==> src/sv/mieu_pkg.sv <==
package mieu_pkg;

    localparam int OP_W = 6;
    localparam int WORD_W = 32;
    localparam int IMM_W = 16;
    localparam int SH_W = 5;
    localparam int IN_DATA_W = 96;
    localparam int OUT_DATA_W = 72;
    localparam int DIV_STEPS = 32;
    localparam int LAST_STAGE = DIV_STEPS + 1;

    localparam logic [OP_W-1:0] OP_ADDU   = 6'd0;
    localparam logic [OP_W-1:0] OP_AND    = 6'd1;
    localparam logic [OP_W-1:0] OP_OR     = 6'd2;
    localparam logic [OP_W-1:0] OP_SLTU   = 6'd3;
    localparam logic [OP_W-1:0] OP_SUBU   = 6'd4;
    localparam logic [OP_W-1:0] OP_XOR    = 6'd5;
    localparam logic [OP_W-1:0] OP_ADD    = 6'd6;
    localparam logic [OP_W-1:0] OP_ADDI   = 6'd7;
    localparam logic [OP_W-1:0] OP_ADDIU  = 6'd8;
    localparam logic [OP_W-1:0] OP_ANDI   = 6'd9;
    localparam logic [OP_W-1:0] OP_LUI    = 6'd10;
    localparam logic [OP_W-1:0] OP_ORI    = 6'd11;
    localparam logic [OP_W-1:0] OP_XORI   = 6'd12;
    localparam logic [OP_W-1:0] OP_SLL    = 6'd13;
    localparam logic [OP_W-1:0] OP_SLT    = 6'd14;
    localparam logic [OP_W-1:0] OP_SRA    = 6'd15;
    localparam logic [OP_W-1:0] OP_SRAV   = 6'd16;
    localparam logic [OP_W-1:0] OP_SRL    = 6'd17;
    localparam logic [OP_W-1:0] OP_SUB    = 6'd18;
    localparam logic [OP_W-1:0] OP_BEQ    = 6'd19;
    localparam logic [OP_W-1:0] OP_BGEZ   = 6'd20;
    localparam logic [OP_W-1:0] OP_BLTZ   = 6'd21;
    localparam logic [OP_W-1:0] OP_BGTZ   = 6'd22;
    localparam logic [OP_W-1:0] OP_BLEZ   = 6'd23;
    localparam logic [OP_W-1:0] OP_BNE    = 6'd24;
    localparam logic [OP_W-1:0] OP_BGEZAL = 6'd25;
    localparam logic [OP_W-1:0] OP_BLTZAL = 6'd26;
    localparam logic [OP_W-1:0] OP_SLTI   = 6'd27;
    localparam logic [OP_W-1:0] OP_SLTIU  = 6'd28;
    localparam logic [OP_W-1:0] OP_SLLV   = 6'd29;
    localparam logic [OP_W-1:0] OP_SRLV   = 6'd30;
    localparam logic [OP_W-1:0] OP_DIV    = 6'd31;
    localparam logic [OP_W-1:0] OP_DIVU   = 6'd32;
    localparam logic [OP_W-1:0] OP_MULT   = 6'd33;
    localparam logic [OP_W-1:0] OP_MULTU  = 6'd34;
    localparam logic [OP_W-1:0] OP_JR     = 6'd35;

    localparam logic [1:0] KIND_ALU = 2'd0;
    localparam logic [1:0] KIND_MUL = 2'd1;
    localparam logic [1:0] KIND_DIV = 2'd2;

    typedef struct packed {
        logic [1:0]        kind;
        logic [OP_W-1:0]   operation;
        logic [WORD_W-1:0] operand_s;
        logic [WORD_W-1:0] operand_t;
        logic [IMM_W-1:0]  immediate;
        logic [SH_W-1:0]   shift_amount;
    } item_t;

    typedef struct packed {
        logic [1:0]        kind;
        logic [WORD_W-1:0] lo;
        logic [WORD_W-1:0] hi;
        logic              cond;
        logic              ovf;
        logic              neg_q;
        logic              neg_r;
        logic [WORD_W:0]   rem;
        logic [WORD_W-1:0] divisor;
    } stage_t;

    typedef struct packed {
        logic [1:0] count;
        logic       full;
    } front_stat_t;

    function automatic logic [1:0] classify(input logic [OP_W-1:0] op,
                                            input logic [WORD_W-1:0] t);
        logic [1:0] k;
        k = KIND_ALU;
        if (op == OP_MULT || op == OP_MULTU)
            k = KIND_MUL;
        else if ((op == OP_DIV || op == OP_DIVU) && t != '0)
            k = KIND_DIV;
        return k;
    endfunction

endpackage

==> src/sv/mieu_front.sv <==
module mieu_front
(
    input  logic                            clk,
    input  logic                            rst_n,
    input  logic                            s_axis_tvalid,
    output logic                            s_axis_tready,
    // operation, operand_s, operand_t, immediate, shift_amount, zero pad
    input  logic [mieu_pkg::IN_DATA_W-1:0]  s_axis_tdata,
    input  logic                            pop,
    output mieu_pkg::item_t                 head,
    output logic                            head_valid,
    output mieu_pkg::front_stat_t           stat
);

    mieu_pkg::item_t entry_reg [2];
    logic            wr_ptr_reg;
    logic            wr_ptr_next;
    logic            rd_ptr_reg;
    logic            rd_ptr_next;
    logic [1:0]      count_reg;
    logic [1:0]      count_next;
    logic            push;
    mieu_pkg::item_t in_item;

    always_comb
    begin
        in_item.operation    = s_axis_tdata[5:0];
        in_item.operand_s    = s_axis_tdata[37:6];
        in_item.operand_t    = s_axis_tdata[69:38];
        in_item.immediate    = s_axis_tdata[85:70];
        in_item.shift_amount = s_axis_tdata[90:86];
        in_item.kind         = mieu_pkg::classify(s_axis_tdata[5:0], s_axis_tdata[69:38]);
    end

    assign s_axis_tready = (count_reg != 2'd2);
    assign push          = s_axis_tvalid && s_axis_tready;
    assign head_valid    = (count_reg != 2'd0);
    assign head          = entry_reg[rd_ptr_reg];
    assign stat.count    = count_reg;
    assign stat.full     = (count_reg == 2'd2);

    always_comb
    begin
        wr_ptr_next = push ? ~wr_ptr_reg : wr_ptr_reg;
        rd_ptr_next = pop ? ~rd_ptr_reg : rd_ptr_reg;
        count_next  = count_reg + {1'b0, push} - {1'b0, pop};
    end

    always_ff @(posedge clk)
    begin
        if (push)
        begin
            entry_reg[wr_ptr_reg] <= in_item;
        end
    end

    always_ff @(posedge clk or negedge rst_n)
    begin
        if (!rst_n)
        begin
            wr_ptr_reg <= 1'b0;
            rd_ptr_reg <= 1'b0;
            count_reg  <= 2'd0;
        end
        else
        begin
            wr_ptr_reg <= wr_ptr_next;
            rd_ptr_reg <= rd_ptr_next;
            count_reg  <= count_next;
        end
    end

endmodule

==> config.mk <==
export PLATFORM = sky130hd
export DESIGN_NAME = mieu_front
export DESIGN_NICKNAME = d
export VERILOG_FILES = /design/src/sv/mieu_pkg.sv /design/src/sv/mieu_front.sv
export SDC_FILE = /design/constraint.sdc
export NUM_CORES = 1
export LEC_CHECK = 0
export BUFFER_PORTS_ARGS = -buffer_cell sky130_fd_sc_hd__buf_2
export CAP_MARGIN = 20
export CORE_MARGIN = 8
export CORE_UTILIZATION = 39
export DETAILED_ROUTE_END_ITERATION = 12
export HOLD_SLACK_MARGIN = 0.03
export PLACE_DENSITY_LB_ADDON = 0.08
export SLEW_MARGIN = 0
export SYNTH_ARGS = -nofsm -noshare
export SYNTH_HDL_FRONTEND = slang
export SYNTH_SLANG_ARGS = --single-unit
==> constraint.sdc <==
create_clock -name clk -period 6.8 [get_ports clk]
set_input_delay 1.02 -clock clk [delete_from_list [all_inputs] [get_ports clk]]
set_output_delay 1.02 -clock clk [all_outputs]
set_load 0.05 [all_outputs]
==> metrics.cfg, run 1 <==
[global_route]
first_global_vias=4004
gr-usage-all-layers_pct=12.9
antenna_found_initial=0
grt_max_degree=78
gr-total-overflow=0
grt_pass1_wl_um=21800

[pwr]
internal_power_w=0.00267
p_sw_share_pct=41.5
peakVddDrop_v=0.000216
seqPwrFrac_pct=37.5
combPwrFrac_pct=40.6
power_density_nw_per_um2=517
leakage_nw=3.26
p_clk_share_pct=21.9
p_sw_w=0.00190

[detailed_routing]
drc=0
via_per_inst=4.70
ant_nets=0
vias=3618
wirelength_um=14400
drtIter0Drc=106
dr.pass1.iters=4
wl_per_cell_um=18.7

[finish]
num_antenna_cells=0
largest_reg_flops=186
areaGrowthSynthToFinish_pct=25.9
fin_nets=629
fill_cells=1534
drive_gt1_share_pct=59.8
instances_no_fill=769

[clock_network]
cts_tree=built
insertion_delay_ns=0.41
htreeDepth=4
cts_buffer_depth=2
clk_pin_slew_ns=0.07
cts_setup_buffers=0
clock_sinks=190
clockRootBuffer=clkbuf_16
numCtsBuffers=17
cts_resized=0
cts_hold_buf=0

[min_path]
hold_path_class=in -> async

[yosys]
mappedNetlistArea_um2=7010
synth_warnings=0
synthCells=323
ys_types=20
synth_nets=425
syn_area_per_cell_um2=21.7
synth_seq_cells=190
yosysSeqAreaShare_pct=81.1

[status]
status=finished, final reports clean

[sta]
rsz0062_at_grt=false
setup_tns_ns=0
clock_skew_ns=0.00818
timing.final.ws_setup_ns=3.18
fmax_ghz=0.276
setup_viol=0
period_share_pct=53.3
slew_headroom_pct=30.0
hold_viol=0
min_period_ns=3.62
slew_violations=0
worstMarginPinSlew_ns=1.05

[critical_path]
critPathMaxFanout=55
worstSetupPathType=reg -> out
start_kind=register
crit_slowest_cell=dfrtp_4
critPathTopFamily=buffers and inverters
crit_buf_inv=2
crit_arrival_ns=2.60
crit_required_ns=5.78
cp-startpoint=rd_ptr_reg
crit_chain=buf_4, mux2_2, buf_2
worstReg2RegStart=count_reg[1]
max_stage_delay_ns=0.80
end_kind=primary output

[placement]
port_buffers=192
placed_cells=737
dp_hpwl_um=9740
pre_cts_slack_ns=3.56
place.gp.congestion=0.698

[floorplanning]
die_x_um=150
fp.dieH_um=150
dieArea_um2=22500
coreArea_um2=17800
rows=49
boundaryPins=198
initial_core_util_pct=39.5

[job]
cap_violations=0

## worst reg2reg max path, cell delays in order, from the launching register on
cell and delay [ns]:
dfrtp_1 0.42, nand2b_1 0.16, nand2_1 0.16, nor2_4 0.43, buf_4 0.88
## synth_stat cells
cell | count | area share [%]
nor2_1 | 2 | 0.11
buf_4 | 6 | 0.64
edfxtp_1 | 186 | 80
mux2_2 | 93 | 15
dfrtp_1 | 4 | 1.4
nand2b_1 | 1 | 0.089
nand4_1 | 3 | 0.27
nand2_1 | 1 | 0.053
or2_2 | 1 | 0.089
xnor2_1 | 4 | 0.50
xor2_1 | 1 | 0.12
ha_1 | 2 | 0.36
nor3_2 | 1 | 0.14
o22a_2 | 1 | 0.14
and3_1 | 1 | 0.089
inv_1 | 2 | 0.11
buf_2 | 4 | 0.29
or4b_4 | 1 | 0.20
nor4_1 | 8 | 0.71
nor3b_1 | 1 | 0.11
## kinds of logic (layout without fill, tap and decap cells)
| family | count (synthesis) | after routing | share of synthesized area [%] |
|---|---|---|---|
| AND/OR/NAND/NOR | 20 | 20 | 1.86 |
| adder cells (fa/ha/maj) | 2 | 2 | 0.357 |
| buffers and inverters | 12 | 229 | 1.03 |
| AO/OA/AOI/OAI | 1 | 1 | 0.143 |
| multiplexers | 93 | 93 | 14.9 |
| XOR/XNOR | 5 | 5 | 0.624 |
| flip-flops | 190 | 190 | 81.1 |
## final cells by class
| cell class | instances | area, um^2 | area share, % |
|---|---|---|---|
| Tap cell | 229 | 287 | 3.25 |
| Inverter | 2 | 7.51 | 0.0850 |
| Clock inverter | 13 | 161 | 1.83 |
| Sequential cell | 190 | 5690 | 64.4 |
| Multi-Input combinational cell | 121 | 1270 | 14.4 |
| Timing Repair Buffer | 195 | 983 | 11.1 |
| Clock buffer | 19 | 433 | 4.90 |
## path summary, 6_finish.rpt
| path | cells past startpoint | slack (ns) | end |
|---|---|---|---|
| worst max-delay path | 3 | 3.18 | head[2] |
| worst min register to register | 1 | 0.54 | count_reg[1] |
| worst min-delay path | 1 | 0.40 | wr_ptr_reg |
| max in group asynchronous | 1 | 6.26 | rd_ptr_reg |
| worst max register to register | 4 | 4.29 | entry_reg[0][45] |
| min in group clk | 1 | 0.54 | count_reg[1] |
## per-stage QoR
stage	area (um^2)	utilization [%]	power, W	hold WS (ns)
global route	8830	49.7	0.00477	0.380
CTS	8830	49.7	0.00464	0.382
floorplan	7010	-	0.00322	0.461
detailed placement	8240	46.3	0.00363	0.530
finish	8830	49.7	0.00456	0.397
global placement	8240	46.3	0.00362	0.522
## layer usage
layer	track usage, %	up-vias	wire length (um)
met4	4.65	0	141
met2	20.7	118	6980
met5	0	-	0
li1	-	1708	-
met1	15.3	1783	6020
met3	5.17	9	1220
## layout by cell type, fill, tap and decap left out
cell	synthesis	final
and3_4	0	1
buf_2	4	192
buf_4	6	3
bufinv_16	0	3
clkbuf_1	0	2
clkbuf_16	0	17
clkinv_1	0	2
clkinv_2	0	1
clkinv_4	0	1
clkinvlp_4	0	2
dfrtp_1	4	3
dfrtp_4	0	1
edfxtp_1	186	186
ha_1	2	2
inv_1	2	2
inv_6	0	4
mux2_2	93	93
nand2_1	1	1
nand2b_1	1	1
nand4_1	3	3
nor2_1	2	1
nor2_4	0	1
nor3_2	1	1
nor3b_1	1	1
nor4_1	8	8
o22a_2	1	1
or2_2	1	1
or4b_4	1	1
xnor2_1	4	4
xor2_1	1	1
## power by group through the flow
stage | Clock (W) | Combinational, W | Sequential [W]
floorplan | 0 | 0.00150 | 0.00172
global placement | 0 | 0.00189 | 0.00173
detailed placement | 0 | 0.00189 | 0.00174
CTS | 0.00103 | 0.00189 | 0.00172
global route | 0.00108 | 0.00195 | 0.00174
finish | 0.000999 | 0.00185 | 0.00171
No activity file was read; power rests on OpenSTA's default activity.
==> run 2: changes to the inputs <==
clock period = 3.4 ns   (was 6.8 ns; I/O delays follow)
==> run 2 against run 1 <==
  * Utilization grew 0.14 points
  * First-iteration DRC count grew 36%
  * Flip-flop and latch count is the same
  * Largest cell class unchanged
==> metrics.cfg, run 2 (synthesis gave the netlist of run 1 again) <==
[detailed_routing]
wirelength_um=14600
drc=0
ant_nets=0
via_per_inst=4.74
drtIter0Drc=144
dr.pass1.iters=4
wl_per_cell_um=18.8
vias=3674

[global_route]
grt_pass1_wl_um=22300
grt_max_degree=77
first_global_vias=4129
gr-total-overflow=0
gr-usage-all-layers_pct=13.2
antenna_found_initial=1

[finish]
fill_cells=1508
final_area_um2=8850
num_antenna_cells=0
multi_input_area_um2=1270
final_common_cell=buf_2
largest_reg_flops=186
drive_gt1_share_pct=60.1
fin_nets=635
areaGrowthSynthToFinish_pct=26.2
regArea_um2=5690
final_cell_mix=192 x buf_2, 186 x edfxtp_1, 93 x mux2_2

[status]
status=finished, final reports clean

[critical_path]
start_kind=register
worstReg2RegStart=count_reg[0]
crit_required_ns=2.89
crit_end=head[4]
max_stage_delay_ns=0.71
crit_arrival_ns=2.08
r2r_setup_slack_ns=1.27
cp-startpoint=rd_ptr_reg
crit_slowest_cell=dfrtp_4
r2r_end=entry_reg[0][81]
crit_chain=buf_4, mux2_2, buf_2
ff2ff_path_depth=4
end_kind=primary output
worstSetupPathType=reg -> out
critPathMaxFanout=28

[pwr]
seqPwrFrac_pct=37.4
peakVddDrop_v=0.000394
internal_power_w=0.00523
power_density_nw_per_um2=1020
leakage_nw=3.28
p_clk_share_pct=20.5
p_sw_w=0.00382
combPwrFrac_pct=42.1
p_sw_share_pct=42.2

[clock_network]
clock_sinks=190
htreeDepth=4
clockRootBuffer=clkbuf_16
cts_tree=built
cts_resized=0
insertion_delay_ns=0.42
clk_pin_slew_ns=0.07
cts_buffer_depth=2
numCtsBuffers=17

[sta]
rsz0062_at_grt=false
min_period_ns=2.59
hold_viol=0
setup_viol=0
clock_skew_ns=0.00910
setup_tns_ns=0
slew_headroom_pct=56.2
period_share_pct=76.3
timing.final.ws_setup_ns=0.807
worstMarginPinSlew_ns=0.657
slew_violations=0
fmax_ghz=0.386

[floorplanning]
die_x_um=150
fp.dieH_um=150
boundaryPins=198
coreArea_um2=17800
initial_core_util_pct=39.5
dieArea_um2=22500
rows=49

[job]
cap_violations=0

[placement]
dpl-instance-area_um2=8300
dp_hpwl_um=10000
pre_cts_slack_ns=1.22
port_buffers=192
place.gp.congestion=0.717

[min_path]
hold_path_class=in -> reg

-- run 2: changes by cell type in the layout (fill, tap and decap cells not counted) --
cell and change:
buf_12 +2, dlygate4sd3_1 +1, inv_6 -1, buf_4 +3, clkinv_4 +1, bufinv_16 -2
clkinv_2 +1, clkinvlp_4 +1
-- run 2: metal layers --
| layer | vias to the layer above | global-route usage (%) | part of all wire, % |
|---|---|---|---|
| met5 | - | 0 | 0.062 |
| met4 | 2 | 5.30 | 1.4 |
| met3 | 20 | 5.47 | 8.8 |
| met2 | 124 | 22.6 | 50 |
| met1 | 1814 | 14.3 | 39 |
| li1 | 1714 | - | - |
-- run 2: final cells by class --
cell class                      instances  share of cell area, %
Sequential cell                       190                   64.3
Multi-Input combinational cell        121                   14.3
Timing Repair Buffer                  201                   11.9
Clock buffer                           19                   4.89
Tap cell                              229                   3.24
Clock inverter                         13                   1.29
Inverter                                2                 0.0848
-- run 2: metrics by stage --
stage / instances / hold slack, ns / total power [W] / util (%)
finish: 775 / 0.275 / 0.00905 / 49.8
global route: 775 / 0.248 / 0.00946 / 49.8
CTS: 775 / 0.249 / 0.00920 / 49.8
detailed placement: 742 / 0.321 / 0.00733 / 46.7
global placement: 742 / 0.318 / 0.00729 / 46.7
floorplan: 323 / 0.214 / 0.00640 / -
-- run 2: timing repair --
action,in CTS,in global routing
hold buffers,1,0
endpoints found under the hold margin,4,0
setup buffers,0,0
setup endpoints to repair,0,0
-- run 2: worst min path at each step --
stage                      from          endpoint  slack (ns)  depth (start not counted)
4_1_cts        s_axis_tdata[14]  entry_reg[0][61]        0.25                          1
3_5_place_dp              rst_n      count_reg[1]        0.32                          1
3_3_place_gp              rst_n      count_reg[1]        0.32                          1
2_1_floorplan             rst_n      count_reg[0]        0.21                          0
6_report       s_axis_tdata[12]  entry_reg[0][59]        0.28                          1
5_1_grt         s_axis_tdata[9]  entry_reg[0][56]        0.25                          1
-- run 2: critical path: cells and delay by family (launching register included) --
| kind | cells | cell delay (ns) |
|---|---|---|
| DFF | 1 | 0.71 |
| muxes | 1 | 0.38 |
| buffers and inverters | 2 | 0.56 |
-- run 2: power groups by stage --
| stage | logic, W | clock network [W] | registers (W) |
|---|---|---|---|
| floorplan | 0.00301 | 0 | 0.00339 |
| global placement | 0.00387 | 0 | 0.00342 |
| detailed placement | 0.00388 | 0 | 0.00345 |
| CTS | 0.00389 | 0.00191 | 0.00340 |
| global route | 0.00402 | 0.00200 | 0.00344 |
| finish | 0.00381 | 0.00185 | 0.00339 |
==> run 3: changes to the inputs <==
clock period = 2.4 ns   (was 3.4 ns; I/O delays follow)
==> run 3 against run 2 <==
  * Final cell count rose by 0.26%
  * Largest cell class unchanged
  * Highest routed layer is now met4
  * Wire length grew 1.8%
  * Flip-flop and latch count unchanged
  * Die area is the same
  * Largest power group unchanged
  * Register-to-register slack got worse by 0.49 ns
  * Clock power rose by 56%
  * Worst hold slack got worse by 0.15 ns
  * Via count up 0.22%
  * Combinational power is 46% higher
  * First-iteration DRC count is 13% higher
==> metrics.cfg, run 3 (synthesis gave the netlist of run 1 again) <==
[status]
status=finished, final reports clean

[sta]
min_period_ns=2.24
slew_violations=0
period_share_pct=93.3
worstMarginPinSlew_ns=0.554
clock_skew_ns=0.00682
rsz0062_at_grt=false
holdWs_ns=0.123
slew_headroom_pct=63.0
setup_viol=0
hold_viol=0
fmax_ghz=0.447

[pwr]
seqPwrFrac_pct=36.1
peakVddDrop_v=0.000729
leakage_nw=3.33
p_sw_share_pct=41.5
power_density_nw_per_um2=1470
p_sw_w=0.00549
internal_power_w=0.00773
p_clk_share_pct=21.9
combPwrFrac_pct=42.0

[floorplanning]
initial_core_util_pct=39.5
die_x_um=150
rows=49
fp.dieH_um=150
coreArea_um2=17800
boundaryPins=198
dieArea_um2=22500

[detailed_routing]
wl_per_cell_um=19.1
vias=3682
via_per_inst=4.74
wirelength_um=14800
ant_nets=0
dr.pass1.iters=4
drc=0
drtIter0Drc=163

[finish]
final_cell_mix=192 x buf_2, 186 x edfxtp_1, 93 x mux2_2
largest_reg_flops=186
drive_gt1_share_pct=61.5
instances_no_fill=777
areaGrowthSynthToFinish_pct=28.1
final_common_cell=buf_2
fin_nets=637
num_antenna_cells=0

[critical_path]
cp.depth=3
crit_required_ns=2.04
ff2ff_path_depth=4
critPathMaxFanout=16
worstSetupPathType=reg -> out
crit_arrival_ns=1.88
crit_buf_inv=2
crit_slowest_cell=dfrtp_4
end_kind=primary output
r2r_setup_slack_ns=0.78
critPathTopFamily=flip-flops
max_stage_delay_ns=0.62
start_kind=register
crit_chain=buf_4, mux2_2, buf_2

[global_route]
gr-usage-all-layers_pct=13.1
grt_max_degree=55
antenna_found_initial=0
gr-total-overflow=0
first_global_vias=4030
grt_pass1_wl_um=22200

[placement]
port_buffers=192
dp_hpwl_um=10100
placed_cells=743
place.gp.congestion=0.691

[clock_network]
insertion_delay_ns=0.42
cts_tree=built
clk_pin_slew_ns=0.07
htreeDepth=4
clock_sinks=190
clockRootBuffer=clkbuf_16
cts_buffer_depth=2
numCtsBuffers=17

[job]
cap_violations=0

[min_path]
hold_depth=1
hold_path_class=in -> reg

-- run 3: per-stage QoR --
stage	area (um^2)	setup TNS (ns)	setup WS, ns	total power [W]	util (%)
finish	8980	0	0.161	0.0132	50.5
global route	8980	0	0.0723	0.0138	50.5
CTS	8980	0	0.112	0.0134	50.5
detailed placement	8350	0	0.424	0.0105	47.0
global placement	8350	0	0.436	0.0104	47.0
floorplan	7040	-39.00	-0.323	0.00909	-
-- run 3: final timing paths --
check	startpoint	endpoint
min in group asynchronous	rst_n	rd_ptr_reg
max in group asynchronous	rst_n	rd_ptr_reg
worst max register to register	count_reg[0]	entry_reg[0][73]
worst max-delay path	rd_ptr_reg	head[39]
worst min-delay path	s_axis_tdata[18]	entry_reg[0][65]
worst min register to register	count_reg[1]	count_reg[1]
-- run 3: repair_timing --
| action | 4_1_cts | 5_1_grt |
|---|---|---|
| setup buffers | 1 | 0 |
| endpoints found under the setup margin | 65 | 0 |
| resized for setup | 0 | 0 |
| hold buffers | 1 | 0 |
| hold endpoints to repair | 4 | 0 |
-- run 3: metal layers --
layer,track usage (%),vias up,wire [um]
met5,0,-,0
met4,5.30,0,184
met3,4.54,10,1110
met2,21.9,118,7330
met1,15.3,1837,6190
li1,-,1717,-
-- run 3: final cells by class --
| type | instances | area, um^2 |
|---|---|---|
| inverter | 2 | 7.51 |
| tap | 229 | 287 |
| multi-input combinational | 121 | 1280 |
| clock buffer | 17 | 425 |
| sequential | 190 | 5690 |
| timing repair buffer | 203 | 1100 |
| clock inverter | 15 | 186 |
| fill | 1498 | 8790 |
-- run 3: power groups by stage --
stage                     clock network (W)  registers (W)  logic [W]
after global placement                    0        0.00486    0.00556
after detailed placement                  0        0.00490    0.00557
final                               0.00289        0.00477    0.00555
after floorplan                           0        0.00481    0.00427
after global routing                0.00309        0.00485    0.00585
after CTS                           0.00297        0.00479    0.00567
